==> src/hw/rtl/dhtr_pkg.sv <==
// Shared types, codes and constants for the single-wire sensor receiver.
// No dependencies; imported by every module of the block.
package dhtr_pkg;

	// APB address width: five 32-bit registers at byte offsets 0..16
	localparam int ADDR_W = 5;

	// Register reset values
	localparam logic        RST_ENABLED      = 1'b0;
	localparam logic [15:0] RST_START_LOW    = 16'd25000;
	localparam logic [7:0]  RST_ANSWER_DELAY = 8'd27;
	localparam logic [7:0]  RST_SAMPLE_DELAY = 8'd40;
	localparam logic [15:0] RST_EDGE_TIMEOUT = 16'd1000;

	// Frame layout and range limits
	localparam logic [5:0] DATA_BITS  = 6'd32;
	localparam logic [5:0] TOTAL_BITS = 6'd40;
	localparam logic [7:0] TEMP_LIMIT = 8'd70;
	localparam logic [7:0] HUMI_LIMIT = 8'd100;

	// Register indexes (word address)
	typedef enum logic [2:0] {
		REG_ENABLED      = 3'd0,
		REG_START_LOW    = 3'd1,
		REG_ANSWER_DELAY = 3'd2,
		REG_SAMPLE_DELAY = 3'd3,
		REG_EDGE_TIMEOUT = 3'd4
	} reg_idx_t;

	typedef enum logic [1:0] {
		ST_OK          = 2'd0,
		ST_NOT_ENABLED = 2'd1,
		ST_NO_ANSWER   = 2'd2,
		ST_TIMEOUT     = 2'd3
	} status_t;

	typedef enum logic [2:0] {
		PH_IDLE      = 3'd0,
		PH_START_LOW = 3'd1,
		PH_ANSWER    = 3'd2,
		PH_ACK_HIGH  = 3'd3,
		PH_WAIT_LOW  = 3'd4,
		PH_WAIT_HIGH = 3'd5,
		PH_SAMPLE    = 3'd6
	} phase_t;

	typedef struct packed {
		logic        enabled;
		logic [15:0] start_low;
		logic [7:0]  answer_delay;
		logic [7:0]  sample_delay;
		logic [15:0] edge_timeout;
	} cfg_t;

	typedef struct packed {
		logic       drive_low;
		logic       busy;
		logic       done;
		status_t    status;
		logic [7:0] temperature;
		logic [7:0] humidity;
		logic [7:0] checksum;
		logic       temperature_valid;
		logic       humidity_valid;
	} result_t;

endpackage

==> src/hw/rtl/dhtr_cfg.sv <==
// APB register file for the receiver timing settings.
// Depends on dhtr_pkg (cfg_t, register indexes, reset values).
module dhtr_cfg (
	input  logic                       clk,
	input  logic                       arst_n,
	input  logic                       psel,
	input  logic                       penable,
	input  logic                       pwrite,
	input  logic [dhtr_pkg::ADDR_W-1:0] paddr,
	input  logic [31:0]                pwdata,
	output logic [31:0]                prdata,
	output logic                       pready,
	output dhtr_pkg::cfg_t             cfg
);
	import dhtr_pkg::*;

	cfg_t cfg_q;
	logic wr_en;
	logic [2:0] idx;

	assign pready = 1'b1;
	assign wr_en  = psel && penable && pwrite;
	assign idx    = paddr[ADDR_W-1:2];
	assign cfg    = cfg_q;

	// register writes; indexes beyond the list are dropped
	always_ff @(posedge clk or negedge arst_n) begin
		if (!arst_n) begin
			cfg_q.enabled      <= RST_ENABLED;
			cfg_q.start_low    <= RST_START_LOW;
			cfg_q.answer_delay <= RST_ANSWER_DELAY;
			cfg_q.sample_delay <= RST_SAMPLE_DELAY;
			cfg_q.edge_timeout <= RST_EDGE_TIMEOUT;
		end else if (wr_en) begin
			case (idx)
				REG_ENABLED:      cfg_q.enabled      <= pwdata[0];
				REG_START_LOW:    cfg_q.start_low    <= pwdata[15:0];
				REG_ANSWER_DELAY: cfg_q.answer_delay <= pwdata[7:0];
				REG_SAMPLE_DELAY: cfg_q.sample_delay <= pwdata[7:0];
				REG_EDGE_TIMEOUT: cfg_q.edge_timeout <= pwdata[15:0];
				default: ;
			endcase
		end
	end

	// read mux
	always_comb begin
		case (idx)
			REG_ENABLED:      prdata = {31'd0, cfg_q.enabled};
			REG_START_LOW:    prdata = {16'd0, cfg_q.start_low};
			REG_ANSWER_DELAY: prdata = {24'd0, cfg_q.answer_delay};
			REG_SAMPLE_DELAY: prdata = {24'd0, cfg_q.sample_delay};
			REG_EDGE_TIMEOUT: prdata = {16'd0, cfg_q.edge_timeout};
			default:          prdata = 32'd0;
		endcase
	end

endmodule

==> src/hw/rtl/dhtr_core.sv <==
// Phase machine, tick counter and shift registers of the sensor read.
// Depends on dhtr_pkg; updates once per accepted transaction.
module dhtr_core (
	input  logic              clk,
	input  logic              arst_n,
	input  logic              accept,
	input  logic              action,
	input  logic              line_level,
	input  dhtr_pkg::cfg_t    cfg,
	output dhtr_pkg::result_t res
);
	import dhtr_pkg::*;

	phase_t      phase_q, phase_d;
	logic [15:0] tick_q, tick_d;
	logic [5:0]  bit_q, bit_d;
	logic [31:0] data_q, data_d;
	logic [7:0]  chk_q, chk_d;
	status_t     status_q, status_d;
	logic [7:0]  temp_q, temp_d;
	logic [7:0]  hum_q, hum_d;
	logic [7:0]  lchk_q, lchk_d;
	logic        done;

	logic [15:0] cnt_inc;
	logic [15:0] limit;
	logic        reached;
	logic [5:0]  bit_inc;

	assign cnt_inc = tick_q + 16'd1;
	assign bit_inc = bit_q + 6'd1;
	assign reached = (cnt_inc >= limit);

	// count limit of the current phase
	always_comb begin
		case (phase_q)
			PH_START_LOW: limit = cfg.start_low;
			PH_ANSWER:    limit = {8'd0, cfg.answer_delay};
			PH_SAMPLE:    limit = {8'd0, cfg.sample_delay};
			default:      limit = cfg.edge_timeout;
		endcase
	end

	// next state
	always_comb begin
		phase_d  = phase_q;
		tick_d   = tick_q;
		bit_d    = bit_q;
		data_d   = data_q;
		chk_d    = chk_q;
		status_d = status_q;
		temp_d   = temp_q;
		hum_d    = hum_q;
		lchk_d   = lchk_q;
		done     = 1'b0;
		if (action && phase_q == PH_IDLE) begin
			if (!cfg.enabled) begin
				status_d = ST_NOT_ENABLED;
				tick_d   = 16'd0;
				done     = 1'b1;
			end else begin
				phase_d = PH_START_LOW;
				tick_d  = 16'd0;
				bit_d   = 6'd0;
				data_d  = 32'd0;
				chk_d   = 8'd0;
			end
		end else if (phase_q != PH_IDLE) begin
			case (phase_q)
				PH_START_LOW: begin
					tick_d = cnt_inc;
					if (reached) begin
						phase_d = PH_ANSWER;
						tick_d  = 16'd0;
					end
				end
				PH_ANSWER: begin
					tick_d = cnt_inc;
					if (reached) begin
						tick_d = 16'd0;
						if (!line_level) begin
							phase_d = PH_ACK_HIGH;
						end else begin
							phase_d  = PH_IDLE;
							status_d = ST_NO_ANSWER;
						end
					end
				end
				PH_ACK_HIGH, PH_WAIT_LOW, PH_WAIT_HIGH: begin
					// edge waits: the awaited level ends the wait at once
					if (line_level == (phase_q != PH_WAIT_LOW)) begin
						tick_d = 16'd0;
						case (phase_q)
							PH_ACK_HIGH: begin
								phase_d = PH_WAIT_LOW;
								bit_d   = 6'd0;
							end
							PH_WAIT_LOW: phase_d = PH_WAIT_HIGH;
							default:     phase_d = PH_SAMPLE;
						endcase
					end else begin
						tick_d = cnt_inc;
						if (reached) begin
							phase_d  = PH_IDLE;
							tick_d   = 16'd0;
							status_d = ST_TIMEOUT;
						end
					end
				end
				PH_SAMPLE: begin
					tick_d = cnt_inc;
					if (reached) begin
						if (bit_q < DATA_BITS) begin
							data_d = {data_q[30:0], line_level};
						end else begin
							chk_d = {chk_q[6:0], line_level};
						end
						bit_d  = bit_inc;
						tick_d = 16'd0;
						if (bit_inc >= TOTAL_BITS) begin
							phase_d  = PH_IDLE;
							status_d = ST_OK;
							temp_d   = data_d[15:8];
							hum_d    = data_d[31:24];
							lchk_d   = chk_d;
						end else begin
							phase_d = PH_WAIT_LOW;
						end
					end
				end
				default: begin
					phase_d = PH_IDLE;
					tick_d  = 16'd0;
				end
			endcase
			done = (phase_d == PH_IDLE);
		end
	end

	// result fields from the updated state
	always_comb begin
		res.drive_low         = (phase_d == PH_START_LOW);
		res.busy              = (phase_d != PH_IDLE);
		res.done              = done;
		res.status            = status_d;
		res.temperature       = temp_d;
		res.humidity          = hum_d;
		res.checksum          = lchk_d;
		res.temperature_valid = (status_d == ST_OK) && (temp_d < TEMP_LIMIT);
		res.humidity_valid    = (status_d == ST_OK) && (hum_d <= HUMI_LIMIT);
	end

	always_ff @(posedge clk or negedge arst_n) begin
		if (!arst_n) begin
			phase_q  <= PH_IDLE;
			tick_q   <= 16'd0;
			bit_q    <= 6'd0;
			data_q   <= 32'd0;
			chk_q    <= 8'd0;
			status_q <= ST_OK;
			temp_q   <= 8'd0;
			hum_q    <= 8'd0;
			lchk_q   <= 8'd0;
		end else if (accept) begin
			phase_q  <= phase_d;
			tick_q   <= tick_d;
			bit_q    <= bit_d;
			data_q   <= data_d;
			chk_q    <= chk_d;
			status_q <= status_d;
			temp_q   <= temp_d;
			hum_q    <= hum_d;
			lchk_q   <= lchk_d;
		end
	end

endmodule

==> src/hw/rtl/dhtr_out_buf.sv <==
// Output register with one skid entry for the result channel.
// Depends on dhtr_pkg (result_t).
module dhtr_out_buf (
	input  logic              clk,
	input  logic              arst_n,
	input  logic              in_valid,
	output logic              in_stall,
	input  dhtr_pkg::result_t in_res,
	output logic              out_valid,
	input  logic              out_stall,
	output dhtr_pkg::result_t out_res
);
	import dhtr_pkg::*;

	logic    out_valid_q, skid_valid_q;
	result_t out_res_q, skid_res_q;
	logic    in_acc, out_acc;

	assign in_stall  = skid_valid_q;
	assign in_acc    = in_valid && !skid_valid_q;
	assign out_acc   = out_valid_q && !out_stall;
	assign out_valid = out_valid_q;
	assign out_res   = out_res_q;

	// valid flags
	always_ff @(posedge clk or negedge arst_n) begin
		if (!arst_n) begin
			out_valid_q  <= 1'b0;
			skid_valid_q <= 1'b0;
		end else begin
			if (skid_valid_q) begin
				if (out_acc) skid_valid_q <= 1'b0;
			end else if (in_acc) begin
				if (out_valid_q && !out_acc) skid_valid_q <= 1'b1;
				else out_valid_q <= 1'b1;
			end else if (out_acc) begin
				out_valid_q <= 1'b0;
			end
		end
	end

	// payload
	always_ff @(posedge clk) begin
		if (skid_valid_q) begin
			if (out_acc) out_res_q <= skid_res_q;
		end else if (in_acc) begin
			if (out_valid_q && !out_acc) skid_res_q <= in_res;
			else out_res_q <= in_res;
		end
	end

endmodule

==> src/hw/rtl/dht11_single_wire_receiver.sv <==
// Top level of the single-wire humidity/temperature sensor receiver.
// Depends on dhtr_pkg, dhtr_cfg, dhtr_core and dhtr_out_buf.
//
// Usage: each input transaction is one sample tick of the sensor line
// (action = 0) or a start command (action = 1, ignored as a start while
// busy). Every input transaction yields exactly one result transaction
// carrying drive_low, busy/done flags and the last finished reading.
// Drive the sensor pin low whenever the latest drive_low is 1.
// Throughput: one transaction per cycle while in_stall is low, set by the
// single registered pass through the phase machine and tick counter. The
// result is registered in the output register or, on a stall, the skid entry.
// Stall: the result register plus one skid entry absorb a stalled receiver;
// in_stall rises once the skid entry holds a result and falls the cycle
// after the receiver takes one.
// Reset: phase idle, stored reading zero, no result pending, registers at defaults
// (sensor disabled, 25000/27/40/1000 ticks). The APB port may be written
// only while no reading is in progress.
module dht11_single_wire_receiver (
	input  logic                       clk,
	input  logic                       arst_n,
	input  logic                       psel,
	input  logic                       penable,
	input  logic                       pwrite,
	input  logic [dhtr_pkg::ADDR_W-1:0] paddr,
	input  logic [31:0]                pwdata,
	output logic [31:0]                prdata,
	output logic                       pready,
	input  logic                       in_valid,
	output logic                       in_stall,
	input  logic                       action,
	input  logic                       line_level,
	output logic                       out_valid,
	input  logic                       out_stall,
	output logic                       drive_low,
	output logic                       busy_res,
	output logic                       done_res,
	output logic [1:0]                 status,
	output logic [7:0]                 temperature,
	output logic [7:0]                 humidity,
	output logic [7:0]                 checksum,
	output logic                       temperature_valid,
	output logic                       humidity_valid
);
	import dhtr_pkg::*;

	cfg_t    cfg;
	result_t core_res, out_res;
	logic    accept;

	assign accept = in_valid && !in_stall;

	dhtr_cfg u_cfg (
		.clk     (clk),
		.arst_n  (arst_n),
		.psel    (psel),
		.penable (penable),
		.pwrite  (pwrite),
		.paddr   (paddr),
		.pwdata  (pwdata),
		.prdata  (prdata),
		.pready  (pready),
		.cfg     (cfg)
	);

	dhtr_core u_core (
		.clk        (clk),
		.arst_n     (arst_n),
		.accept     (accept),
		.action     (action),
		.line_level (line_level),
		.cfg        (cfg),
		.res        (core_res)
	);

	dhtr_out_buf u_out_buf (
		.clk       (clk),
		.arst_n    (arst_n),
		.in_valid  (in_valid),
		.in_stall  (in_stall),
		.in_res    (core_res),
		.out_valid (out_valid),
		.out_stall (out_stall),
		.out_res   (out_res)
	);

	assign drive_low         = out_res.drive_low;
	assign busy_res          = out_res.busy;
	assign done_res          = out_res.done;
	assign status            = out_res.status;
	assign temperature       = out_res.temperature;
	assign humidity          = out_res.humidity;
	assign checksum          = out_res.checksum;
	assign temperature_valid = out_res.temperature_valid;
	assign humidity_valid    = out_res.humidity_valid;

	// input is held off only while a result waits in the skid entry
	a_stall_needs_result: assert property (@(posedge clk) disable iff (!arst_n)
		in_stall |-> out_valid)
		else $error("input stalled with no pending result");

	// an accepted transaction always leaves a result behind
	a_accept_gives_result: assert property (@(posedge clk) disable iff (!arst_n)
		(in_valid && !in_stall) |=> out_valid)
		else $error("accepted transaction produced no result");

	// the line is only pulled low during a reading
	a_drive_while_busy: assert property (@(posedge clk) disable iff (!arst_n)
		(out_valid && drive_low) |-> busy_res)
		else $error("drive_low outside a reading");

	// a finished reading leaves the block idle
	a_done_is_idle: assert property (@(posedge clk) disable iff (!arst_n)
		(out_valid && done_res) |-> (!busy_res && !drive_low))
		else $error("done reported while still busy");

endmodule

==> config.mk <==
export PLATFORM = sky130hd
export DESIGN_NAME = dht11_single_wire_receiver
export DESIGN_NICKNAME = d
export VERILOG_FILES = /design/src/hw/rtl/dhtr_pkg.sv /design/src/hw/rtl/dhtr_cfg.sv /design/src/hw/rtl/dhtr_core.sv /design/src/hw/rtl/dhtr_out_buf.sv /design/src/hw/rtl/dht11_single_wire_receiver.sv
export SDC_FILE = /design/constraint.sdc
export NUM_CORES = 1
export LEC_CHECK = 0
export ABC_CLOCK_PERIOD_IN_PS = 10500
export BUFFER_PORTS_ARGS = -buffer_cell sky130_fd_sc_hd__clkbuf_2
export CORE_MARGIN = 3
export CORE_UTILIZATION = 45
export CTS_CLUSTER_DIAMETER = 60
export DETAILED_ROUTE_END_ITERATION = 8
export PLACE_DENSITY = 0.63
export RECOVER_POWER = 50
export REMOVE_ABC_BUFFERS = 1
export SLEW_MARGIN = 30
export SYNTH_ARGS = -nofsm -noshare
export SYNTH_HDL_FRONTEND = slang
export SYNTH_SLANG_ARGS = --single-unit
==> constraint.sdc <==
create_clock -name clk -period 10.5 [get_ports clk]
set_input_delay 1.05 -clock clk [delete_from_list [all_inputs] [get_ports clk]]
set_output_delay 1.05 -clock clk [all_outputs]
set_load 0.02 [all_outputs]
# Word-level counts from Yosys, hierarchy flattened
# Index checks and enable logic that the tools add are counted.
# Widths: inputs -> output; s select.
# op_classes
addsub	2
order_cmp	5
n_eq_ne	20
n_mux	79
n_bitwise	1
n_reduce_logical	38
# op_table
cell	count
$mux 32	6
$mux 8	21
$mux 31	4
$pmux 16 s5	1
$mux 16	4
$pmux 16 s3	1
$mux 6	6
$mux 3	11
$pmux 16 s2	1
$mux 2	10
$add 16x1->16 const B	1
$ge 16x16->1	1
$eq 3x2->1 const B	4
$eq 3x3->1 const B	4
$pmux 3 s4	1
$pmux 6 s2	1
$reduce_and 2->1	6
$reduce_bool 2->1	6
$mux 1	10
$eq 3x1->1 const B	3
$logic_not 3->1	3
$ne 3x1->1 const B	3
$reduce_and 3->1	3
$reduce_bool 3->1	3
other kinds (19)	31
# totals
register_bits	204
input_bits	46
output_inout_bits	66
wordCells	180

# Longest topological paths before layout
# Gate-level depths: netlist of the first run.
# depth
depth_word	14
depth_mapped	17
mapped_depth_nobuf	13

# By module
# From an unflattened synthesis of the first run, not the netlist that was laid out.
# unflattened
hier_cells	954
area_unflattened_um2	10612.7
# by_module_without_submodules
module	instances	cells_per_inst	area_each_um2	seq_area_each_um2
dhtr_core	1	664	5714.2	2277.2
dhtr_out_buf	1	109	2476.1	1911.8
dhtr_cfg	1	180	2408.6	1248.7
dht11_single_wire_receiver	1	1	13.8	0.0

# Least setup slack after synthesis of the first run
# Ideal clock, no wire load.
# synth_timing
path_kind	register to register
startpoint	register u_core.phase_q[1]
endpoint	register u_out_buf.out_res_q, in the netlist u_out_buf.out_res[24] (data pin)
setup_ps	269
t_arrival_ps	3731
required_ps	10231
path_slack_ps	6500
path_stages_with_launch	17
n_path_buf	7
period_less_slack_ps	4000
cell_sequence	dfrtp_1 > clkbuf_1 > clkbuf_1 > clkbuf_1 > buf_1 > a22o_1 > a22oi_1 > ha_1 > nand4_1 > or3_1 > o31a_1 > buf_6 > a21oi_2 > buf_4 > buf_6 > mux2i_1 > o21ai_0
# synth_via
elab_chain_len	10
word_cells_on_any_way	15
classes_between	1 x order compare; 3 x eq/ne; 8 x mux; 3 x reduce/logical
# synth_rtl
item	line_no	rtl
start: declaration	dhtr_core.sv:14	phase_t phase_q, phase_d;
start signal: assignment	dhtr_core.sv:165	phase_q <= phase_d;
$eq 3x3->1 (tied with other cells)	dhtr_core.sv:36, dhtr_core.sv:69	
$pmux 16 s3	dhtr_core.sv:36	case (phase_q)
$ge 16x16->1	dhtr_core.sv:32	assign reached = (cnt_inc >= limit);
$mux 8	dhtr_core.sv:112	if (reached) begin
$mux 8	dhtr_core.sv:69	case (phase_q)
$mux 8	dhtr_core.sv:68	end else if (phase_q != PH_IDLE) begin
$mux 8 *	dhtr_core.sv:56	if (action && phase_q == PH_IDLE) begin
$mux 31 *	dhtr_out_buf.sv:47	if (out_valid_q && !out_acc) skid_res_q <= in_res;
$mux 31 *	dhtr_out_buf.sv:46	end else if (in_acc) begin
$mux 31 *	dhtr_out_buf.sv:44	if (skid_valid_q) begin
end signal: assignment	dhtr_out_buf.sv:45	if (out_acc) out_res_q <= skid_res_q;
end signal: assignment	dhtr_out_buf.sv:48	else out_res_q <= in_res;
end: declaration	dhtr_out_buf.sv:16	result_t out_res_q, skid_res_q;
# Every way passes the cells marked *; elsewhere a longest branch is shown, timed or not. The select of a mux whose other input is x is not followed.
# A chain may end at the register's enable or synchronous reset.

==> results.py, run 1 <==
metrics = {
    "sta": {
        "fin_crit_sh_pct": 46.9,
        "post-route-min-period_ns": 4.92,
        "worst_slew_pin_slew_ns": 4.03,
        "report.final.hold_viol_count": 0,
        "skew_ns": 0.0196,
        "rsz0062_at_grt": "no",
        "totalNegativeSetupSlack_ns": 0,
        "maxSlewHeadroom_pct": -169,
        "slew_violations": 171,
        "max_freq_mhz": 203,
        "setup_viol": 0,
    },
    "global_routing": {
        "grt_max_degree": 74,
        "grt_usage_pct": 19.0,
        "grt_pass1_wl_um": 38700,
        "grt_overflow_total": 0,
        "grt_pass1_vias": 7418,
        "antenna_found_initial": 0,
    },
    "layout": {
        "num_antenna_cells": 0,
        "syn2layout_area_growth_pct": 11.8,
        "fin_area_mm2": 0.0115,
        "final_nets": 1040,
        "drive_gt1_share_pct": 20.1,
    },
    "routing": {
        "post_drt_wl_per_cell_um": 18.0,
        "vias_per_cell": 5.74,
        "drc": 0,
        "routed_wl_um": 22800,
        "ant_nets": 0,
        "drt_first_pass_iters": 5,
        "dr_total_vias": 7298,
        "drt_iter0_drc": 365,
    },
    "placement": {
        "dp_hpwl_um": 14900,
        "gp_congestion": 0.867,
        "portBuffers": 76,
        "place_area_mm2": 0.0109,
    },
    "clock_network": {
        "htree_levels": 1,
        "clock_latency_ns": 0.51,
        "ctsHoldBuffers": 0,
        "ctsResizeCount": 0,
        "cts.sinks": 204,
        "clk_root_buffer_cell": "clkbuf_16",
        "post_cts_buffers": 0,
        "cts_tree": "done",
        "cts_max_path_buffers": 3,
        "path_clk_slew_ns": 0.06,
        "cts_buffers": 23,
    },
    "setup_path": {
        "cp_max_fo": 25,
        "arrival_ns": 5.06,
        "crit_family": "compound AO/OA/AOI/OAI gates",
        "cp_num_buf_inv": 2,
        "crit_type": "reg -> reg",
        "rrSetupSlack_ns": 5.58,
        "worstPathCellList": "buf_4, inv_1, nand2_1, nand2_1, o21ai_0, a21oi_1, ha_1, nand2b_1, a2111oi_0, o31a_1, a32oi_1, a31oi_1, o41ai_1",
        "startpoint_type": "register",
        "cpPeakStageDelay_ns": 0.65,
        "cpMaxStageDelayCell": "o31a_1",
        "r2r_cells": 13,
        "end_kind": "register",
        "crit_cells": 13,
        "cp.required_ns": 10.65,
        "worst_path_most_repeated_cell": "nand2_1",
    },
    "synth": {
        "synth_mux_area_share_pct": 11.9,
        "synth_top_family_by_area": "compound AO/OA/AOI/OAI gates",
        "avgSynthCellArea_um2": 11.3,
        "synthXorXnorAreaFrac_pct": 1.27,
        "synth_edf_count": 62,
        "netlist_area_mm2": 0.0103,
        "synth-async-reset-ratio_pct": 69.6,
        "ys_ff_latch": 204,
        "yosys-top-cells-area": "dfrtp_1, edfxtp_1, mux2_2",
        "synth-simple-area-share_pct": 8.01,
        "synth_warnings": 0,
        "yosysTopAreaCellShare_pct": 30.0,
        "yosysSeqAreaShare_pct": 52.6,
        "ys_types": 62,
        "synth_top_cell_by_area": "dfrtp_1",
        "synth_compound_area_share_pct": 19.0,
        "synthCells": 915,
        "synthAdderAreaFrac_pct": 2.30,
        "ys.flop_type": "dfrtp_1",
    },
    "pwr": {
        "power_leakage_uw": 0.00501,
        "p_int_uw": 1770,
        "pwr-share-seq_pct": 41.9,
        "netSwitchingFraction_pct": 35.8,
        "ir_drop_mv": 0.140,
        "p_sw_uw": 990,
        "p_comb_share_pct": 31.3,
        "p_per_area_mw_per_mm2": 239,
        "pwr-share-clk_pct": 26.9,
    },
    "floorplan": {
        "rows": 54,
        "num_io_pins": 112,
        "fp.coreArea_mm2": 0.0222,
        "die_x_um": 158,
        "die_area_mm2": 0.0248,
        "fp.dieH_um": 158,
        "start_util_pct": 46.6,
    },
    "min_path": {
        "min_path_cells": 2,
        "hp-class": "reg -> reg",
    },
    "status": {
        "status": "finished, violations left",
        "violations": "max-capacitance violations, max-slew violations",
    },
    "run": {
        "drv_cap": 3,
    },
}
## synth_stat cells, types with 3 or more instances
library cell and count:
or3_1 4, inv_1 34, dfstp_2 18, a21oi_1 33
nand3_1 9, and3_1 8, a31oi_1 4, nor2_1 22
dfrtp_1 124, a22o_1 60, buf_6 3, edfxtp_1 62
nor3_1 10, buf_2 9, mux2_2 85, o221ai_1 8
xor2_1 5, buf_1 3, buf_4 18, nand4_1 4
mux2i_1 27, a21o_1 8, nor4_1 3, clkbuf_1 38
nor3b_1 6, o31ai_1 4, nor2b_1 9, o22ai_1 13
a211oi_1 3, and2_1 5, ha_1 19, a2111o_1 4
a22oi_1 24, xnor2_1 10, nand2_1 86, nand2b_1 7
o21ai_0 92
## cell type report
| class | count | area [um2] |
|---|---|---|
| Tap cell | 280 | 350 |
| Clock inverter | 9 | 77.6 |
| Sequential cell | 204 | 5440 |
| Timing Repair Buffer | 91 | 458 |
| Clock buffer | 32 | 609 |
| Multi-Input combinational cell | 621 | 4490 |
| Inverter | 34 | 128 |
| Fill cell | 2006 | 10600 |
## layout by cell type, fill, tap and decap left out, types with 4 or more instances in the layout
cell type / instances
buf_4: 9
nor3b_1: 5
a22oi_1: 24
a21oi_1: 32
and3_1: 8
nand3_1: 9
o31ai_1: 4
nor2b_1: 9
xnor2_1: 10
xor2_1: 5
clkbuf_1: 48
nor2_1: 21
conb_1: 17
a2111o_1: 4
clkbuf_16: 23
edfxtp_1: 62
a22o_1: 60
nand2_1: 86
clkbuf_2: 41
or3_1: 4
o22ai_1: 13
nor3_1: 10
o21ai_0: 92
mux2_2: 85
a31oi_1: 4
dfstp_2: 18
inv_1: 34
clkinvlp_4: 4
nand4_1: 4
ha_1: 19
mux2i_1: 27
and2_1: 5
dfrtp_1: 123
o221ai_1: 8
a21o_1: 8
nand2b_1: 6
## power groups by stage
| stage | logic, uW | clock network (uW) | registers (uW) |
|---|---|---|---|
| 5_1_grt | 979 | 796 | 1180 |
| 2_1_floorplan | 468 | 0 | 1270 |
| 6_report | 864 | 742 | 1160 |
| 3_5_place_dp | 881 | 0 | 1170 |
| 4_1_cts | 884 | 766 | 1160 |
| 3_3_place_gp | 846 | 0 | 1160 |
## flip-flops by register name, indices dropped and copies added (netlist names), 3 cells and up
name                  count
u_out_buf.out_res        31
u_core.phase_q            3
u_core.chk_q              8
u_core.tick_q            16
u_core.bit_q              6
u_core.data_q            32
u_cfg.cfg                49
u_core.lchk_q             8
u_out_buf.skid_res_q     31
u_core.hum_q              8
u_core.temp_q             8
## worst paths after layout
| check | from | endpoint |
|---|---|---|
| hold / removal | u_core.lchk_q[0] | u_core.lchk_q[0] |
| setup / recovery | u_core.phase_q[0] | u_out_buf.out_res[0] |
| setup reg to reg | u_core.phase_q[0] | u_out_buf.out_res[0] |
| hold reg to reg | u_core.lchk_q[0] | u_core.lchk_q[0] |
| min in group asynchronous | arst_n | u_core.data_q[7] |
| max in group asynchronous | arst_n | u_cfg.cfg[10] |
## cell families after synthesis
group,count (synthesis)
compound gates,281
flops,204
simple gates,177
mux,112
buf+inv,105
fa+ha+maj,19
xor+xnor,15
other cells,2
## metrics by stage
stage	total power (uW)	hold slack, ns	std cells	util (%)	worst slack, ns
final	2760	0.476	1271	52.1	5.58
after global routing	2960	0.504	1271	52.1	5.12
after CTS	2810	0.484	1271	52.4	5.58
after detailed placement	2050	0.471	1230	49.3	5.61
after global placement	2010	0.461	1229	49.1	5.65
after floorplan	1740	0.449	859	-	5.70
## metal layers
| layer | global-route usage [%] | vias up | routed length (um) | part of all wire, % |
|---|---|---|---|---|
| met5 | 0 | - | 0 | 0 |
| met4 | 5.45 | 0 | 575 | 2.5 |
| met3 | 2.75 | 42 | 1100 | 4.8 |
| met2 | 30.7 | 187 | 10700 | 47 |
| met1 | 26.7 | 3569 | 10400 | 46 |
| li1 | - | 3500 | - | - |
## worst reg2reg max path, delay by kind of cell (launching register included)
family | cells | cell delay (ns)
AOI/OAI and AO/OA | 7 | 2.50
and+or+nand+nor | 3 | 1.03
DFF | 1 | 0.32
buffers and inverters | 2 | 0.43
adders and majority gates | 1 | 0.27
Power figures use the tool's default switching activity.
==> run 2, diff against run 1 <==
Settings changed: ABC_CLOCK_PERIOD_IN_PS 10500 to 4240, PLACE_DENSITY 0.63 to 0.65.
Clock period 10.5 ns to 4.24 ns, I/O delays scaled along.
==> results.py, run 2 (synthesis results as in run 1) <==
metrics = {
    "status": {
        "violations": "max-capacitance violations, max-slew violations",
        "status": "finished, violations left",
    },
    "routing": {
        "ant_nets": 0,
        "post_drt_wl_per_cell_um": 17.7,
        "vias_per_cell": 5.67,
        "drt_first_pass_iters": 5,
        "drc": 0,
        "drt_iter0_drc": 388,
        "dr_total_vias": 7317,
        "routed_wl_um": 22800,
    },
    "floorplan": {
        "num_io_pins": 112,
        "fp.dieH_um": 158,
        "start_util_pct": 46.6,
        "rows": 54,
        "die_area_mm2": 0.0248,
        "die_x_um": 158,
        "fp.coreArea_mm2": 0.0222,
    },
    "layout": {
        "final.fill_count": 1978,
        "layout_commonest_cell": "dfrtp_1",
        "largest_reg_flops": 49,
        "syn2layout_area_growth_pct": 13.8,
        "num_antenna_cells": 0,
        "instances_no_fill": 1290,
        "final_nets": 1057,
        "drive_gt1_share_pct": 20.8,
        "most-common-layout-cells": "dfrtp_1, o21ai_0, nand2_1",
    },
    "global_routing": {
        "antenna_found_initial": 1,
        "grt_pass1_wl_um": 37500,
        "grt_max_degree": 81,
        "grt_pass1_vias": 7141,
        "grt_overflow_total": 0,
        "grt_usage_pct": 18.4,
    },
    "sta": {
        "max_freq_mhz": 250,
        "worst_slew_pin_slew_ns": 2.05,
        "post-route-min-period_ns": 4.01,
        "rsz0062_at_grt": "no",
        "slew_violations": 111,
        "setup_viol": 0,
        "fin_crit_sh_pct": 94.5,
        "skew_ns": 0.0143,
        "report.final.hold_viol_count": 0,
        "maxSlewHeadroom_pct": -36.5,
    },
    "clock_network": {
        "cts_buffers": 24,
        "cts_max_path_buffers": 3,
        "htree_levels": 1,
        "path_clk_slew_ns": 0.06,
        "clock_latency_ns": 0.51,
        "cts.sinks": 204,
        "cts_tree": "done",
        "clk_root_buffer_cell": "clkbuf_16",
    },
    "placement": {
        "gp_congestion": 0.900,
        "dp.cells": 1243,
        "dp_hpwl_um": 15000,
        "portBuffers": 76,
    },
    "pwr": {
        "p_per_area_mw_per_mm2": 599,
        "power_leakage_uw": 0.00512,
        "p_total_uw": 7050,
        "ir_drop_mv": 0.334,
    },
    "min_path": {
        "hp-class": "in -> reg",
    },
    "run": {
        "drv_cap": 2,
    },
    "setup_path": {
        "crit_type": "reg -> reg",
        "arrival_ns": 4.23,
        "cp.required_ns": 4.46,
        "rrSetupSlack_ns": 0.23,
        "end_kind": "register",
        "startpoint_type": "register",
        "cp_max_fo": 13,
    },
}
==> run 2: changes by cell type in the layout (fill, tap and decap cells not counted), sizes merged <==
| cell | before | now |
|---|---|---|
| clkinvlp | 4 | 0 |
| clkbuf | 112 | 113 |
| inv | 34 | 35 |
| dlygate4sd3 | 0 | 1 |
| clkinv | 4 | 10 |
| bufinv | 1 | 2 |
| buf | 11 | 24 |
==> run 2: timing repair <==
item / 4_1_cts / 5_1_grt
endpoints found under the hold margin: 44 / 0
hold buffers: 1 / 0
buffers inserted: 0 / 1
gates resized for setup: 0 / 2
endpoints found under the setup margin: 0 / 15
==> run 2: power breakdown <==
part           internal (uW)  switching (uW)  total [uW]
Sequential              2610             254        2870
Clock                   1210             782        2000
Combinational            752            1430        2180
Total                   4580            2470        7050
==> run 2: metrics by stage <==
stage,hold slack (ns),area [um2],setup WS [ns],TNS (ns),utilization [%]
global route,0.152,11800,0.0108,0,53.1
floorplan,0.128,10000,-0.557,-43.24,-
finish,0.158,11800,0.234,0,53.1
detailed placement,0.471,11000,0.198,0,49.8
global placement,0.460,11000,0.267,0,49.6
CTS,0.141,11800,0.170,0,53.3
==> run 2: area by class of cell <==
class | instances | area (um2) | share of cell area [%]
inverters | 34 | 128 | 1.09
well taps | 280 | 350 | 2.98
multi-input cells | 621 | 4480 | 38.1
clock inverters | 13 | 114 | 0.968
clock buffers | 31 | 658 | 5.60
repair buffers | 107 | 593 | 5.04
flip-flops and latches | 204 | 5440 | 46.3
==> run 2: metal layers <==
layer,vias to the layer above,wire length (um),GRT usage (%)
li1,3519,-,-
met1,3551,10500,25.7
met2,205,10600,29.6
met3,40,1200,3.46
met4,2,542,4.79
met5,-,13,0
==> run 2: critical path, cell delays in order, from the launching register on <==
cell       delay (ns)
dfrtp_1          0.44
and4_1           0.25
and2_1           0.19
and4_2           0.25
and3_1           0.22
xor2_1           0.16
ha_1             0.31
nand4_1          0.17
or3_1            0.43
o31a_1           0.36
a21oi_4          0.17
buf_4            0.17
clkbuf_16        0.19
mux2i_1          0.29
o21ai_0          0.13
==> run 2: worst paths after layout <==
path | start | to | depth (start not counted)
worst max-delay path | u_core.tick_q[2] | u_out_buf.out_res[15] | 14
worst min-delay path | pwdata[10] | u_cfg.cfg[42] | 2
worst max register to register | u_core.tick_q[2] | u_out_buf.out_res[15] | 14
worst min register to register | u_core.lchk_q[6] | u_core.lchk_q[6] | 2
max in group asynchronous | arst_n | u_cfg.cfg[29] | 3
min in group asynchronous | arst_n | u_core.data_q[5] | 2
==> run 3, diff against run 2 <==
Settings changed: ABC_AREA set to 1.
==> results.py, run 3 <==
metrics = {
    "synth": {
        "ys_types": 57,
        "synth-async-reset-ratio_pct": 69.6,
        "ys.flop_type": "dfrtp_1",
        "synth_warnings": 0,
        "yosysSeqAreaShare_pct": 52.6,
        "netlist_area_mm2": 0.0103,
        "synth_most_common_cell": "nand2_1",
        "ys_ff_latch": 204,
        "synthCells": 1149,
        "yosys-top-cells-area": "dfrtp_1, edfxtp_1, nand2_1",
        "synth_edf_count": 62,
        "synth_top_cell_by_area": "dfrtp_1",
        "yosys-top-cells-count": "nand2_1, inv_1, dfrtp_1",
        "avgSynthCellArea_um2": 9.00,
        "yosysTopAreaCellShare_pct": 30.0,
    },
    "sta": {
        "post-route-min-period_ns": 3.87,
        "setup_viol": 0,
        "rsz0062_at_grt": "no",
        "skew_ns": 0.0104,
        "maxSlewHeadroom_pct": -46.9,
        "totalNegativeSetupSlack_ns": 0,
        "max_freq_mhz": 258,
        "fin_crit_sh_pct": 91.2,
        "slew_violations": 192,
        "worst_slew_pin_slew_ns": 2.20,
        "report.final.hold_viol_count": 0,
    },
    "layout": {
        "syn2layout_area_growth_pct": 12.9,
        "layout_commonest_cell": "nand2_1",
        "num_antenna_cells": 0,
        "final_nets": 1285,
        "most-common-layout-cells": "nand2_1, inv_1, dfrtp_1",
        "drive_gt1_share_pct": 16.3,
        "largest_reg_flops": 49,
        "instances_no_fill": 1516,
        "final.fill_count": 1982,
    },
    "clock_network": {
        "cts_max_path_buffers": 3,
        "path_clk_slew_ns": 0.06,
        "cts.sinks": 204,
        "clock_latency_ns": 0.51,
        "cts_buffers": 23,
        "htree_levels": 1,
        "clk_root_buffer_cell": "clkbuf_16",
        "cts_tree": "done",
    },
    "global_routing": {
        "grt_overflow_total": 0,
        "grt_usage_pct": 17.7,
        "grt_pass1_wl_um": 36500,
        "antenna_found_initial": 1,
        "grt_pass1_vias": 7303,
        "grt_max_degree": 86,
    },
    "setup_path": {
        "r2r_cells": 21,
        "cp_max_fo": 22,
        "crit_type": "reg -> reg",
        "arrival_ns": 4.12,
        "r2r_start": "u_core.tick_q[2]",
        "r2r-end": "u_out_buf.out_res[0]",
        "cp.required_ns": 4.49,
        "rrSetupSlack_ns": 0.37,
        "crit_start": "u_core.tick_q[2]",
        "end_kind": "register",
        "startpoint_type": "register",
    },
    "floorplan": {
        "die_area_mm2": 0.0248,
        "fp.coreArea_mm2": 0.0222,
        "die_x_um": 158,
        "rows": 54,
        "num_io_pins": 112,
        "fp.dieH_um": 158,
        "start_util_pct": 46.5,
    },
    "routing": {
        "dr_total_vias": 7723,
        "vias_per_cell": 5.09,
        "wl_met3_um": 1090,
        "ant_nets": 0,
        "routed_wl_um": 21700,
        "drc": 0,
        "drt_first_pass_iters": 5,
        "post_drt_wl_per_cell_um": 14.3,
        "wl_met2_um": 9940,
        "top_layer": "met5",
        "m1WireLength_um": 10200,
        "drt_iter0_drc": 433,
    },
    "run": {
        "drv_cap": 4,
    },
    "status": {
        "status": "finished, violations left",
        "violations": "max-capacitance violations, max-slew violations",
    },
    "placement": {
        "gp_congestion": 0.803,
        "dp_hpwl_um": 14600,
        "portBuffers": 76,
        "dp.cells": 1470,
    },
    "pwr": {
        "p_per_area_mw_per_mm2": 646,
        "ir_drop_mv": 0.309,
        "power_leakage_uw": 0.00527,
    },
    "min_path": {
        "min_path_cells": 3,
        "min_from": "pwdata[14]",
        "hold_end": "u_cfg.cfg[46]",
        "hp-class": "in -> reg",
    },
}
-- run 3: changes by cell type after synthesis, sizes merged, moves of 19 or more --
| cell | before | now |
|---|---|---|
| o22ai | 15 | 38 |
| nand3 | 9 | 35 |
| mux2i | 27 | 8 |
| mux2 | 85 | 0 |
| a22oi | 24 | 2 |
| o21ai | 93 | 155 |
| inv | 34 | 161 |
| a22o | 60 | 2 |
| nand2 | 86 | 328 |
-- run 3: layer usage --
metal  GRT usage [%]  up-vias
li1                -     3880
met1            25.2     3603
met2            28.6      202
met3            2.73       36
met4            4.59        2
met5               0        -
-- run 3: kinds of logic after synthesis --
logic type | count (synthesis) | share of synthesized area [%]
DFF | 204 | 52.6
buffers and inverters | 227 | 9.51
AOI/OAI and AO/OA | 257 | 15.7
other | 2 | 0.0726
adders and majority gates | 19 | 2.30
xor gates and xnor gates | 13 | 1.17
and+or+nand+nor | 419 | 17.9
muxes | 8 | 0.774
-- run 3: layout make-up --
class	count	area [um2]	area share, %
clock buffer	34	688	5.89
sequential	204	5440	46.6
timing repair buffer	94	490	4.20
clock inverter	7	88.8	0.761
inverter	164	619	5.30
multi-input combinational	733	4000	34.3
tap	280	350	3.00
-- run 3: worst max-delay path by stage --
stage,to,slack (ns),cells past startpoint
after CTS,u_out_buf.out_res[0],0.14,21
final,u_out_buf.out_res[0],0.37,21
after global routing,u_out_buf.out_res[0],0.03,23
after detailed placement,u_out_buf.out_res[0],0.19,21
after global placement,u_out_buf.out_res[0],0.29,21
after floorplan,u_out_buf.out_res[0],-0.06,5
-- run 3: worst max-delay path, cell delays in order (launching register included) --
cell and delay, ns:
dfrtp_1 0.41, nand3_1 0.14, nor2_1 0.16, nand4_1 0.20
nor3_4 0.25, nand3_2 0.15, nor3_4 0.17, nand2_1 0.09
xor2_1 0.19, inv_1 0.06, ha_1 0.33, a21oi_1 0.17
o21ai_1 0.10, nor2_2 0.20, nand2_4 0.08, nand4_4 0.15
buf_6 0.25, nand3_2 0.13, nand2_2 0.16, nor3_2 0.07
nand3_1 0.09, nand2_1 0.07
-- run 3: power breakdown --
part	switching [uW]	total (uW)	internal, uW
sequential	263	2960	2690
clock	788	2030	1240
combinational	1770	2550	784
total	2820	7540	4720
-- run 3: through the flow --
stage / hold WS, ns / util [%] / total power (uW) / setup slack, ns / instance area [um2]
4_1_cts: 0.00465 / 52.5 / 7620 / 0.142 / 11700
3_5_place_dp: 0.466 / 49.0 / 5560 / 0.185 / 10900
5_1_grt: 0.141 / 52.5 / 8080 / 0.0276 / 11700
6_report: 0.134 / 52.5 / 7540 / 0.371 / 11700
2_1_floorplan: 0.128 / - / 4800 / -0.0627 / 10000
3_3_place_gp: 0.463 / 49.0 / 5490 / 0.285 / 10900
-- run 3: timing repair --
item | in CTS | in global routing
setup endpoints to repair | 0 | 30
resized for setup | 0 | 5
setup buffers | 0 | 4
hold buffers | 0 | 0
